<file path="config.mk">
export PLATFORM = sky130hd
export DESIGN_NAME = wireless_hid_frame_decoder
export DESIGN_NICKNAME = d
export VERILOG_FILES = /design/src/rtl/hidfd_pkg.sv /design/src/rtl/wireless_hid_frame_decoder.sv /design/src/rtl/hidfd_accum.sv /design/src/rtl/hidfd_decode.sv
export SDC_FILE = /design/constraint.sdc
export NUM_CORES = 1
export LEC_CHECK = 0
export ABC_AREA = 1
export BUFFER_PORTS_ARGS = -buffer_cell sky130_fd_sc_hd__buf_2
export CAP_MARGIN = 5
export CORE_MARGIN = 5
export CORE_UTILIZATION = 35
export DETAILED_ROUTE_END_ITERATION = 10
export PLACE_DENSITY = 0.6
export SYNTH_ARGS = -nofsm -noshare
export SYNTH_HDL_FRONTEND = slang
export SYNTH_SLANG_ARGS = --single-unit
export TNS_END_PERCENT = 10
</file>
<file path="constraint.sdc">
create_clock -name i_clk -period 8.05 [get_ports i_clk]
set_input_delay 0.4025 -clock i_clk [delete_from_list [all_inputs] [get_ports i_clk]]
set_output_delay 0.4025 -clock i_clk [all_outputs]
set_load 0.02 [all_outputs]
</file>
<file path="src/rtl/hidfd_pkg.sv">
// Package: types and constants shared by the wireless HID frame decoder.
`timescale 1ns / 1ps
package hidfd_pkg;

    localparam int unsigned CountW   = 5;
    localparam int unsigned BodyW    = 48;
    localparam int unsigned BodyLanes = 6;

    localparam logic [CountW-1:0] CountMax  = 5'd23;
    localparam logic [CountW-1:0] LenMin    = 5'd5;
    localparam logic [CountW-1:0] LenMax    = 5'd22;
    localparam logic [CountW-1:0] LenKeep   = 5'd5;
    localparam logic [CountW-1:0] LenReport = 5'd10;
    localparam logic [CountW-1:0] LenCrypt  = 5'd22;
    localparam logic [CountW-1:0] IdxDevice = 5'd0;
    localparam logic [CountW-1:0] IdxType   = 5'd1;
    localparam logic [CountW-1:0] IdxSecond = 5'd2;
    localparam logic [CountW-1:0] IdxBody   = 5'd3;

    localparam logic [7:0] TypeKeepalive = 8'h40;
    localparam logic [7:0] TypeKey       = 8'hC1;
    localparam logic [7:0] TypeMouse     = 8'hC2;
    localparam logic [7:0] TypeMedia     = 8'hC3;
    localparam logic [7:0] TypeEncrypted = 8'hD3;

    typedef enum logic [2:0] {
        ST_OK       = 3'd0,
        ST_LENGTH   = 3'd1,
        ST_TYPE     = 3'd2,
        ST_MISMATCH = 3'd3,
        ST_CHECKSUM = 3'd4
    } t_status;

    typedef enum logic [2:0] {
        KIND_KEEPALIVE = 3'd0,
        KIND_KEY       = 3'd1,
        KIND_MOUSE     = 3'd2,
        KIND_MEDIA     = 3'd3,
        KIND_ENCRYPTED = 3'd4
    } t_kind;

    typedef struct packed {
        logic [CountW-1:0] count;
        logic [7:0]        sum;
        logic [7:0]        device;
        logic [7:0]        type_byte;
        logic [7:0]        second;
        logic [BodyW-1:0]  body;
    } t_frame;

    typedef struct packed {
        t_status           status;
        t_kind             kind;
        logic [7:0]        device_index;
        logic [7:0]        modifier_bits;
        logic [7:0]        button_bits;
        logic [7:0]        media_code;
        logic [7:0]        timeout_value;
        logic [BodyW-1:0]  key_codes;
        logic [11:0]       delta_x;
        logic [11:0]       delta_y;
    } t_result;

endpackage

</file>
<file path="src/rtl/wireless_hid_frame_decoder.sv">
// Top level of the wireless HID frame decoder.
//
//   channel | handshake           | payload
//   --------+---------------------+---------------------------------------------
//   in      | i_valid / o_ready   | i_byte_value, i_last_byte
//   out     | o_valid / i_ready   | o_status, o_kind, o_device_index, ... o_delta_y
//
// One byte beat per cycle while o_ready is high. Frame state updates on the accepting edge; the
// result of a last-byte beat appears in the result register on the next cycle.
// o_ready is low only while a result waits and i_ready is low.
// Synchronous active-low reset empties the frame state and clears the result valid flag.
`timescale 1ns / 1ps
module wireless_hid_frame_decoder
    import hidfd_pkg::*;
(
    input  logic                i_clk,
    input  logic                i_rst_n,
    input  logic                i_valid,
    output logic                o_ready,
    input  logic [7:0]          i_byte_value,
    input  logic                i_last_byte,
    output logic                o_valid,
    input  logic                i_ready,
    output logic [2:0]          o_status,
    output logic [2:0]          o_kind,
    output logic [7:0]          o_device_index,
    output logic [7:0]          o_modifier_bits,
    output logic [7:0]          o_button_bits,
    output logic [7:0]          o_media_code,
    output logic [7:0]          o_timeout_value,
    output logic [47:0]         o_key_codes,
    output logic signed [11:0]  o_delta_x,
    output logic signed [11:0]  o_delta_y
);

    logic    accept;
    t_frame  frame;
    t_result result;
    t_result r_result;
    logic    r_valid;

    assign o_ready = !r_valid || i_ready;
    assign accept  = i_valid && o_ready;

    hidfd_accum u_accum (
        .i_clk        (i_clk),
        .i_rst_n      (i_rst_n),
        .i_accept     (accept),
        .i_byte_value (i_byte_value),
        .i_last_byte  (i_last_byte),
        .o_frame      (frame)
    );

    hidfd_decode u_decode (
        .i_frame  (frame),
        .o_result (result)
    );

    always_ff @(posedge i_clk) begin
        if (!i_rst_n) begin
            r_valid <= 1'b0;
        end else if (accept && i_last_byte) begin
            r_valid <= 1'b1;
        end else if (i_ready) begin
            r_valid <= 1'b0;
        end
    end

    always_ff @(posedge i_clk) begin
        if (accept && i_last_byte) begin
            r_result <= result;
        end
    end

    assign o_valid         = r_valid;
    assign o_status        = r_result.status;
    assign o_kind          = r_result.kind;
    assign o_device_index  = r_result.device_index;
    assign o_modifier_bits = r_result.modifier_bits;
    assign o_button_bits   = r_result.button_bits;
    assign o_media_code    = r_result.media_code;
    assign o_timeout_value = r_result.timeout_value;
    assign o_key_codes     = r_result.key_codes;
    assign o_delta_x       = r_result.delta_x;
    assign o_delta_y       = r_result.delta_y;

endmodule

</file>
<file path="src/rtl/hidfd_accum.sv">
// Frame accumulator: byte count, running sum and captured header/body bytes.
`timescale 1ns / 1ps
module hidfd_accum
    import hidfd_pkg::*;
(
    input  logic         i_clk,
    input  logic         i_rst_n,
    input  logic         i_accept,
    input  logic [7:0]   i_byte_value,
    input  logic         i_last_byte,
    output t_frame       o_frame
);

    t_frame r_frame;
    t_frame n_frame;

    always_comb begin
        n_frame = r_frame;
        if (r_frame.count == IdxDevice) begin
            n_frame.device = i_byte_value;
        end
        if (r_frame.count == IdxType) begin
            n_frame.type_byte = i_byte_value;
        end
        if (r_frame.count == IdxSecond) begin
            n_frame.second = i_byte_value;
        end
        for (int k = 0; k < BodyLanes; k++) begin
            if (r_frame.count == IdxBody + CountW'(k)) begin
                n_frame.body[k*8 +: 8] = i_byte_value;
            end
        end
        n_frame.sum = r_frame.sum + i_byte_value;
        if (r_frame.count < CountMax) begin
            n_frame.count = r_frame.count + 1'b1;
        end
    end

    always_ff @(posedge i_clk) begin
        if (!i_rst_n) begin
            r_frame <= '0;
        end else if (i_accept) begin
            // frame end returns to the empty state
            r_frame <= i_last_byte ? '0 : n_frame;
        end
    end

    assign o_frame = n_frame;

endmodule

</file>
<file path="src/rtl/hidfd_decode.sv">
// Frame checker and field decoder for a completed frame.
`timescale 1ns / 1ps
module hidfd_decode
    import hidfd_pkg::*;
(
    input  t_frame  i_frame,
    output t_result o_result
);

    logic [CountW-1:0] want;
    t_kind             kind;
    logic              known;

    always_comb begin
        known = 1'b1;
        want  = LenKeep;
        kind  = KIND_KEEPALIVE;
        unique case (i_frame.type_byte)
            TypeKeepalive: begin
                want = LenKeep;
                kind = KIND_KEEPALIVE;
            end
            TypeKey: begin
                want = LenReport;
                kind = KIND_KEY;
            end
            TypeMouse: begin
                want = LenReport;
                kind = KIND_MOUSE;
            end
            TypeMedia: begin
                want = LenReport;
                kind = KIND_MEDIA;
            end
            TypeEncrypted: begin
                want = LenCrypt;
                kind = KIND_ENCRYPTED;
            end
            default: begin
                known = 1'b0;
            end
        endcase
    end

    always_comb begin
        o_result = '0;
        if (i_frame.count < LenMin || i_frame.count > LenMax) begin
            o_result.status = ST_LENGTH;
        end else if (!known) begin
            o_result.status = ST_TYPE;
        end else if (i_frame.count != want) begin
            o_result.status = ST_MISMATCH;
        end else if (i_frame.sum != 8'd0) begin
            o_result.status = ST_CHECKSUM;
        end else begin
            o_result.status       = ST_OK;
            o_result.kind         = kind;
            o_result.device_index = i_frame.device;
            unique case (kind)
                KIND_KEEPALIVE: begin
                    o_result.timeout_value = i_frame.body[7:0];
                end
                KIND_KEY: begin
                    o_result.modifier_bits = i_frame.second;
                    o_result.key_codes     = i_frame.body;
                end
                KIND_MOUSE: begin
                    o_result.button_bits = i_frame.second;
                    o_result.delta_x     = i_frame.body[19:8];
                    o_result.delta_y     = i_frame.body[31:20];
                end
                KIND_MEDIA: begin
                    o_result.media_code = i_frame.second;
                end
                default: begin
                end
            endcase
        end
    end

endmodule

</file>
==> impl_metrics.ini, run 1 <==
[worst_setup_path]
cpMaxStageDelayCell = buf_4
crit_chain = inv_1, ha_1, inv_1, nor2_4, nand2_2, nand2_1, nand2_1, nor2_2, nor2_4, nand2_2, nand3_1, nand4_1, buf_4, nor2_1
critical_path.startpoint = u_accum.r_frame[81]
cp_slowest_stage_delay_ns = 0.69
path_buf_inv = 3
cp_max_fo = 56
end_kind = flop
r2r_setup_slack_ns = 4.84
cp.required_ns = 8.27
path_class = flop to flop
cp-start-kind = flop
timing.rr.start = u_accum.r_frame[81]
crit_family = simple AND/OR/NAND/NOR gates
cp.arrival_ns = 3.43

[cts]
cts_resized = 0
h-tree-depth = 1
post_cts_buffers = 0
cts_tree = built
clock_latency_ns = 0.51
cts_root_buf = clkbuf_16
clk_transition_reported_paths_ns = 0.06
cts_sinks = 204
cts_hold_buffers = 0
numCtsBuffers = 23
clk_path_buf_depth = 3

[detailed_routing]
wirelength_um = 21700
first_pass_iters = 4
num_vias = 6798
viasPerCell = 4.75
drt_iter0_markers = 566
ant_nets = 0
avgRoutedWirePerCell_um = 15.2
drcViolationCount = 0

[floorplan]
coreArea_sq_um = 25300
io_pins = 133
die-area_sq_um = 29100
fp.dieH_um = 171
start_util_pct = 35.7
rows = 58
fp.dieW_um = 171

[yosys]
syn_inst = 968
syn-cell-area_sq_um = 9040
synth-seq-cells = 204
syn_area_per_cell_sq_um = 9.34
seq_area_frac_synth_pct = 58.3
ys_types = 29
yosysWarnings = 0
synth_nets = 993

[hold_path]
min-delay-start = i_rst_n
holdCritPathClass = input pin to flop

[global_route]
first_global_vias = 6522
grtUsageTotal_pct = 14.7
grt_max_degree = 86
grt_pass1_wl_um = 34700
antenna_found_initial = 0
gr-total-overflow = 0

[cells_and_area]
stdcell_area_sq_um = 10600
layout.nets = 1109
fillers = 2481
syn_to_final_growth_pct = 17.6
drive_above_1_share_pct = 20.9
antennaDiodeCount = 0

[timing]
fin_crit_ns = 3.21
worstMarginPinSlew_ns = 1.05
rsz0062_at_grt = no
max-slew-margin-rel_pct = 29.5
clock.fmax_mhz = 312
whs_ns = 0.121
skew_ns = 0.0116
hold_violations = 0
drv_slew = 0
tns_ns = 0
setup_viol = 0
fin_crit_sh_pct = 39.9

[place]
place_area_sq_um = 9940
hpwl_um = 13600
place.gp.congestion = 0.830
portBuffers = 132

[job]
max_cap_viol_count = 0

[power_and_ir_drop]
p_leak_nw = 4.25
power_mw = 2.26
powerDensity_nw_per_um2 = 213
irDropWorstVdd_uv = 129

[status]
outcome = completed
## routing by layer
metal / GRT usage (%) / wire [um]
met1: 19.5 / 9860
met2: 25.1 / 10100
met3: 2.47 / 1270
met4: 3.68 / 444
met5: 0 / 0
## cell usage in the layout (no fill, tap or decap), types with 2 or more instances in the layout
cell	count
nand3b_1	5
inv_1	122
nand4_1	12
edfxtp_1	118
nand2_1	147
a21oi_1	26
a2bb2oi_1	24
nor3_1	3
clkbuf_1	6
dfxtp_1	86
inv_6	2
buf_2	132
o21ai_0	43
inv_2	2
nor2_4	8
ha_1	11
clkinv_1	4
nor2_2	41
clkbuf_16	23
xor2_1	4
nand3_1	32
o22ai_1	41
nor2_1	162
clkinv_2	4
nand2_2	7
mux2i_1	21
clkinvlp_4	2
buf_4	8
## flip-flops by register name, summed over array words and instances (netlist names)
name             count
o_kind               3
o_key_codes         48
o_device_index       8
o_modifier_bits      8
o_status             3
o_valid              1
o_button_bits        8
o_timeout_value      8
o_delta_x           12
u_accum.r_frame     85
o_delta_y           12
o_media_code         8
## cells in the mapped netlist (all sizes together)
library cell,instances,area [sq um]
a21oi,26,130
a22oi,1,7.51
a2bb2oi,24,210
buf,17,124
clkbuf,32,120
dfxtp,86,1720
edfxtp,118,3540
fa,1,20.0
ha,11,138
inv,124,465
mux2i,21,210
nand2,154,593
nand3,32,160
nand3b,5,37.5
nand4,12,75.1
nor2,211,947
nor3,3,15.0
o21ai,44,220
o22ai,41,257
xnor2,1,8.76
xor2,4,35.0
## worst paths after layout
check	end	depth (start not counted)
worst min register to register	u_accum.r_frame[61]	2
worst max-delay path	o_key_codes[5]	14
worst min-delay path	o_valid	3
worst max register to register	o_key_codes[5]	14
## cell type report
cell class	count	area, sq um	area share [%]
clock buffer	29	598	5.62
inverter	124	465	4.38
sequential	204	5270	49.5
tap	330	413	3.88
timing repair buffer	140	721	6.78
clock inverter	13	97.6	0.918
multi-input combinational	591	3070	28.9
## power by group
part / leakage, nW / internal, mW / switching [mW]
Clock: 0.336 / 0.560 / 0.407
Sequential: 1.83 / 1.12 / 0.00868
Combinational: 2.09 / 0.0439 / 0.119
## cells by family (layout without fill, tap and decap cells)
logic type | after synthesis | after routing | share of synthesized area, %
AOI/OAI and AO/OA | 136 | 136 | 9.12
xor gates and xnor gates | 5 | 5 | 0.484
adders and majority gates | 12 | 12 | 1.74
buffers and inverters | 173 | 306 | 7.85
DFF | 204 | 204 | 58.3
muxes | 21 | 21 | 2.33
and+or+nand+nor | 417 | 417 | 20.2
## worst register-to-register path, delay by kind of cell (launching register included)
family                   cells  cell delay [ns]
adder cells (fa/ha/maj)      1             0.14
buffers and inverters        3             0.86
AND/OR/NAND/NOR             10             1.57
flip-flops                   1             0.35
## stage by stage
step	instances	setup slack (ns)	util [%]
after floorplan	968	1.56	-
after global placement	1389	4.77	39.2
after detailed placement	1389	4.76	39.2
after CTS	1431	4.88	42.0
after global routing	1431	4.50	42.0
final	1431	4.84	42.0
(Power assumes the default switching activity.)
==> run 2: changes to the inputs <==
Clock period 8.05 ns to 3.3 ns, I/O delays scaled along.
==> run 2 against run 1 <==
  * Worst setup slack got worse by 4.4 ns
  * Non-clock buffer count is 6 higher
  * Utilization grew 0.32 points
  * Hold slack worse by 0.096 ns
  * Final area grew 0.75%
  * Highest routed layer unchanged
  * First-iteration DRC count fell by 23%
  * Via count up 1.6%
  * Clock power rose by 150%
  * Global-route usage grew 0.25 points
  * Largest cell class unchanged
  * Power is 150% higher
==> impl_metrics.ini, run 2 (synthesized netlist as in run 1, its figures left out) <==
[global_route]
grt_max_degree = 62
grt_use_met2_pct = 25.0
grt_pass1_wl_um = 35000
antenna_found_initial = 0
met3_usage_pct = 2.08
grt-busiest-layer = met2
first_global_vias = 6552
grtUsageTotal_pct = 15.0
globalRouteMet1Util_pct = 20.4
gr-total-overflow = 0

[cells_and_area]
fillers = 2450
largest-register = u_accum.r_frame
syn_to_final_growth_pct = 18.5
antennaDiodeCount = 0
layout.nets = 1115
final_common_cell = nor2_1
stdcell_area_sq_um = 10700
instances_no_fill = 1437
largest_reg_flops = 85
mostFrequentLayoutCells = nor2_1 (162), nand2_1 (147), buf_2 (132)
drive_above_1_share_pct = 21.3

[floorplan]
coreArea_sq_um = 25300
fp.dieH_um = 171
die-area_sq_um = 29100
start_util_pct = 35.7
io_pins = 133
rows = 58
fp.dieW_um = 171

[status]
outcome = completed

[worst_setup_path]
cp_max_fo = 11
cp-start-kind = flop
cp.required_ns = 3.64
cpMaxStageDelayCell = nand4_1
cpMostUsedCell = nand2_1
path_class = flop to flop
end_kind = flop
crit_chain = inv_1, ha_1, inv_1, nor2_4, nand2_2, nand2_1, nand2_1, nor2_2, nor2_4, nand2_2, nand2_1, nand2_1, nand2_1, nor2_4, nand4_1, nor2_1
cp.arrival_ns = 3.20
cp_slowest_stage_delay_ns = 0.47

[cts]
post_cts_buffers = 0
cts_tree = built
clock_latency_ns = 0.51
clk_path_buf_depth = 3
cts_sinks = 204
h-tree-depth = 1
clk_transition_reported_paths_ns = 0.06
cts_resized = 0
cts_hold_buffers = 1
numCtsBuffers = 23
cts_root_buf = clkbuf_16

[power_and_ir_drop]
powerDensity_nw_per_um2 = 518
power_mw = 5.55
irDropWorstVdd_uv = 318
p_leak_nw = 4.29

[job]
max_cap_viol_count = 0

[place]
dpl.cell_count = 1394
place.gp.congestion = 0.865
place_area_sq_um = 10000
hpwl_um = 14200
portBuffers = 132

[timing]
hold_violations = 0
whs_ns = 0.0259
rsz0062_at_grt = no
skew_ns = 0.0139
tns_ns = 0
fin_crit_ns = 2.86
setup_viol = 0
fin_crit_sh_pct = 86.7
clock.fmax_mhz = 350
worstMarginPinSlew_ns = 0.829
drv_slew = 0
max-slew-margin-rel_pct = 44.7

[detailed_routing]
num_vias = 6904
drcViolationCount = 0
ant_nets = 0
first_pass_iters = 5
wirelength_um = 22100
avgRoutedWirePerCell_um = 15.4
viasPerCell = 4.80
drt_iter0_markers = 438

[hold_path]
holdCritPathClass = input pin to flop
-- run 2: cell count changes in the layout (fill, tap and decap cells not counted) --
cell           before  now
buf_4               8   11
buf_12              0    2
clkinv_1            4    3
clkinv_2            4    3
clkinv_4            0    1
clkinvlp_4          2    3
dlygate4sd3_1       0    1
-- run 2: cell type report --
cell class	count	area [sq um]	area share (%)
clock inverters	13	105	0.981
clock buffers	29	598	5.58
well taps	330	413	3.85
multi-input cells	591	3070	28.7
flip-flops and latches	204	5270	49.1
repair buffers	146	793	7.40
inverters	124	465	4.34
-- run 2: critical path, delay by kind of cell (launching register included) --
kind,cells,cell delay (ns)
adders and majority gates,1,0.15
buffers and inverters,2,0.17
DFF,1,0.35
and+or+nand+nor,13,2.03
-- run 2: final timing paths --
kind / slack, ns / cells past startpoint / endpoint / start
setup / recovery: 0.44 / 16 / o_timeout_value[5] / u_accum.r_frame[81]
hold / removal: 0.03 / 5 / o_valid / i_valid
setup reg to reg: 0.44 / 16 / o_timeout_value[5] / u_accum.r_frame[81]
hold reg to reg: 0.47 / 2 / u_accum.r_frame[61] / u_accum.r_frame[61]
-- run 2: through the flow --
step	setup WS, ns	utilization, %
6_report	0.439	42.3
5_1_grt	0.0763	42.3
4_1_cts	0.487	42.3
3_5_place_dp	0.473	39.5
3_3_place_gp	0.510	39.5
2_1_floorplan	0.166	-
-- run 2: power by group --
part,internal (mW),switching (mW),total (mW)
Sequential,2.74,0.0221,2.77
Combinational,0.114,0.294,0.408
Clock,1.37,1.00,2.38
-- run 2: layer usage --
layer  share of wire (%)  wire length [um]
met1                  46             10200
met2                  46             10200
met3                 5.8              1290
met4                 2.3               505
met5                   0                 0
==> run 3: changes to the inputs <==
Settings changed: GPL_TIMING_DRIVEN set to 0.
==> run 3 against run 2 <==
  * Clock skew is 0.0036 ns lower
  * Fmax is 3.7% lower
  * Die area stayed put
  * Global-route usage is 0.85 points higher
  * Critical path depth is 4 lower
  * Clock power is 7% higher
  * Count of clock-buffer cells in the layout is 3 lower
  * Critical path type unchanged
==> impl_metrics.ini, run 3 (synthesized netlist as in run 1, its figures left out) <==
[worst_setup_path]
cp_slowest_stage_delay_ns = 0.45
timing.rr.start = u_accum.r_frame[72]
path_class = flop to flop
reg2reg_depth = 12
r2r_setup_slack_ns = 0.33
crit_family = simple AND/OR/NAND/NOR gates
end_kind = flop
cp.arrival_ns = 3.32
path_buf_inv = 2
r2r_end = o_key_codes[37]
cp.required_ns = 3.65
cpMaxStageDelayCell = fa_1
crit_chain = ha_1, fa_1, xor2_1, nor3_1, nand2_1, nor2_1, nand4_1, nor2_1, nand4_1, buf_4, buf_6, nor2_2
cp-start-kind = flop
critical_path_depth = 12
cp_max_fo = 10

[hold_path]
min-delay-start = i_ready
holdCritPathClass = input pin to flop
worstHoldEndpoint = o_valid
min_path_cells = 6

[global_route]
grtUsageTotal_pct = 15.8
grt_pass1_wl_um = 36600
grt_max_degree = 37
antenna_found_initial = 0
first_global_vias = 6624
gr-total-overflow = 0

[place]
dp_slack_ns = 0.201
hpwl_um = 15900
place.gp.congestion = 0.853
portBuffers = 131

[timing]
rsz0062_at_grt = no
setup_ws_ns = 0.328
max-slew-margin-rel_pct = 45.6
fin_crit_sh_pct = 90.0
drv_slew = 0
worstMarginPinSlew_ns = 0.816
hold_violations = 0
skew_ns = 0.0103
setup_viol = 0
fin_crit_ns = 2.97
whs_ns = 0.0566
clock.fmax_mhz = 337

[power_and_ir_drop]
intPower_mw = 4.39
powerDensity_nw_per_um2 = 523
seqPwrFrac_pct = 48.1
p_clk_share_pct = 44.4
irDropWorstVdd_uv = 365
p_leak_nw = 4.40
comb_power_share_pct = 7.4
switching_power_mw = 1.36
switching_share_pct = 23.6

[cts]
cts_sinks = 204
clock_latency_ns = 0.51
h-tree-depth = 1
numCtsBuffers = 23
cts_root_buf = clkbuf_16
clk_transition_reported_paths_ns = 0.06
cts_tree = built
clk_path_buf_depth = 3

[floorplan]
io_pins = 133
fp.dieH_um = 171
die-area_sq_um = 29100
coreArea_sq_um = 25300
fp.dieW_um = 171
rows = 58
start_util_pct = 35.7

[detailed_routing]
num_vias = 7018
drt_iter0_markers = 501
ant_nets = 0
drcViolationCount = 0
first_pass_iters = 5
wirelength_um = 23400
avgRoutedWirePerCell_um = 15.8
viasPerCell = 4.75

[cells_and_area]
layout.nets = 1155
antennaDiodeCount = 0
drive_above_1_share_pct = 21.3
syn_to_final_growth_pct = 21.5
mostFrequentLayoutCells = nor2_1 (162), nand2_1 (148), buf_2 (137)
largest-register = u_accum.r_frame
final_core_utilization_pct = 43.4
largest_reg_flops = 85
final_common_cell = nor2_1

[status]
outcome = completed

[job]
max_cap_viol_count = 0
==> run 3: cell count changes in the layout (fill, tap and decap cells not counted), moves of 2 or more <==
cell	before	now
buf_1	0	2
buf_16	0	2
buf_2	132	137
buf_4	11	5
buf_6	0	5
bufinv_16	1	3
clkbuf_1	6	35
clkinv_2	3	7
==> run 3: power groups by stage <==
stage / Clock (mW) / Sequential [mW] / Combinational, mW
floorplan: 0 / 2.88 / 0.206
global placement: 0 / 2.82 / 0.409
detailed placement: 0 / 2.82 / 0.428
CTS: 2.60 / 2.76 / 0.430
global route: 2.72 / 2.77 / 0.467
finish: 2.55 / 2.76 / 0.427
==> run 3: area by class of cell <==
class                   instances  area [sq um]
clock inverters                16           165
plain buffers                  49           244
clock buffers                  26           587
multi-input cells             591          3070
inverters                     124           465
flip-flops and latches        204          5270
well taps                     330           413
repair buffers                137           768
fillers                      2439         14300
==> run 3: worst max path at each step <==
| stage | startpoint | end |
|---|---|---|
| after global placement | o_valid | o_timeout_value[5] |
| after floorplan | o_valid | o_button_bits[0] |
| after global routing | u_accum.r_frame[72] | o_key_codes[37] |
| final | u_accum.r_frame[72] | o_key_codes[37] |
| after detailed placement | i_byte_value[0] | o_button_bits[5] |
| after CTS | u_accum.r_frame[72] | o_button_bits[5] |
==> run 3: repair_timing <==
action	CTS	global route
setup buffers	0	1
resized for setup	0	0
hold endpoints to repair	1	0
hold buffers	1	0
endpoints found under the setup margin	0	30
==> run 3: metal layers <==
layer | share of wire (%) | vias to the layer above | routed length [um] | GRT usage, %
li1 | - | 3521 | - | -
met1 | 45 | 3266 | 10500 | 21.6
met2 | 46 | 194 | 10800 | 26.0
met3 | 6.1 | 37 | 1440 | 2.45
met4 | 2.6 | 0 | 606 | 4.86
met5 | 0 | - | 0 | 0
==> run 3: worst min-delay path, stage by stage <==
cell and delay (ns):
buf_2 0.09, inv_1 0.04, nand2_1 0.07, o21ai_0 0.08
nand2_1 0.05, inv_1 0.04
==> run 3: through the flow <==
step	setup TNS, ns	std cells	power [mW]	cell area [sq um]
CTS	0	1476	5.80	11000
floorplan	0	968	3.09	9050
detailed placement	0	1433	3.25	10200
global route	0	1477	5.95	11000
finish	0	1477	5.74	11000
global placement	-76.96	1429	3.23	10100
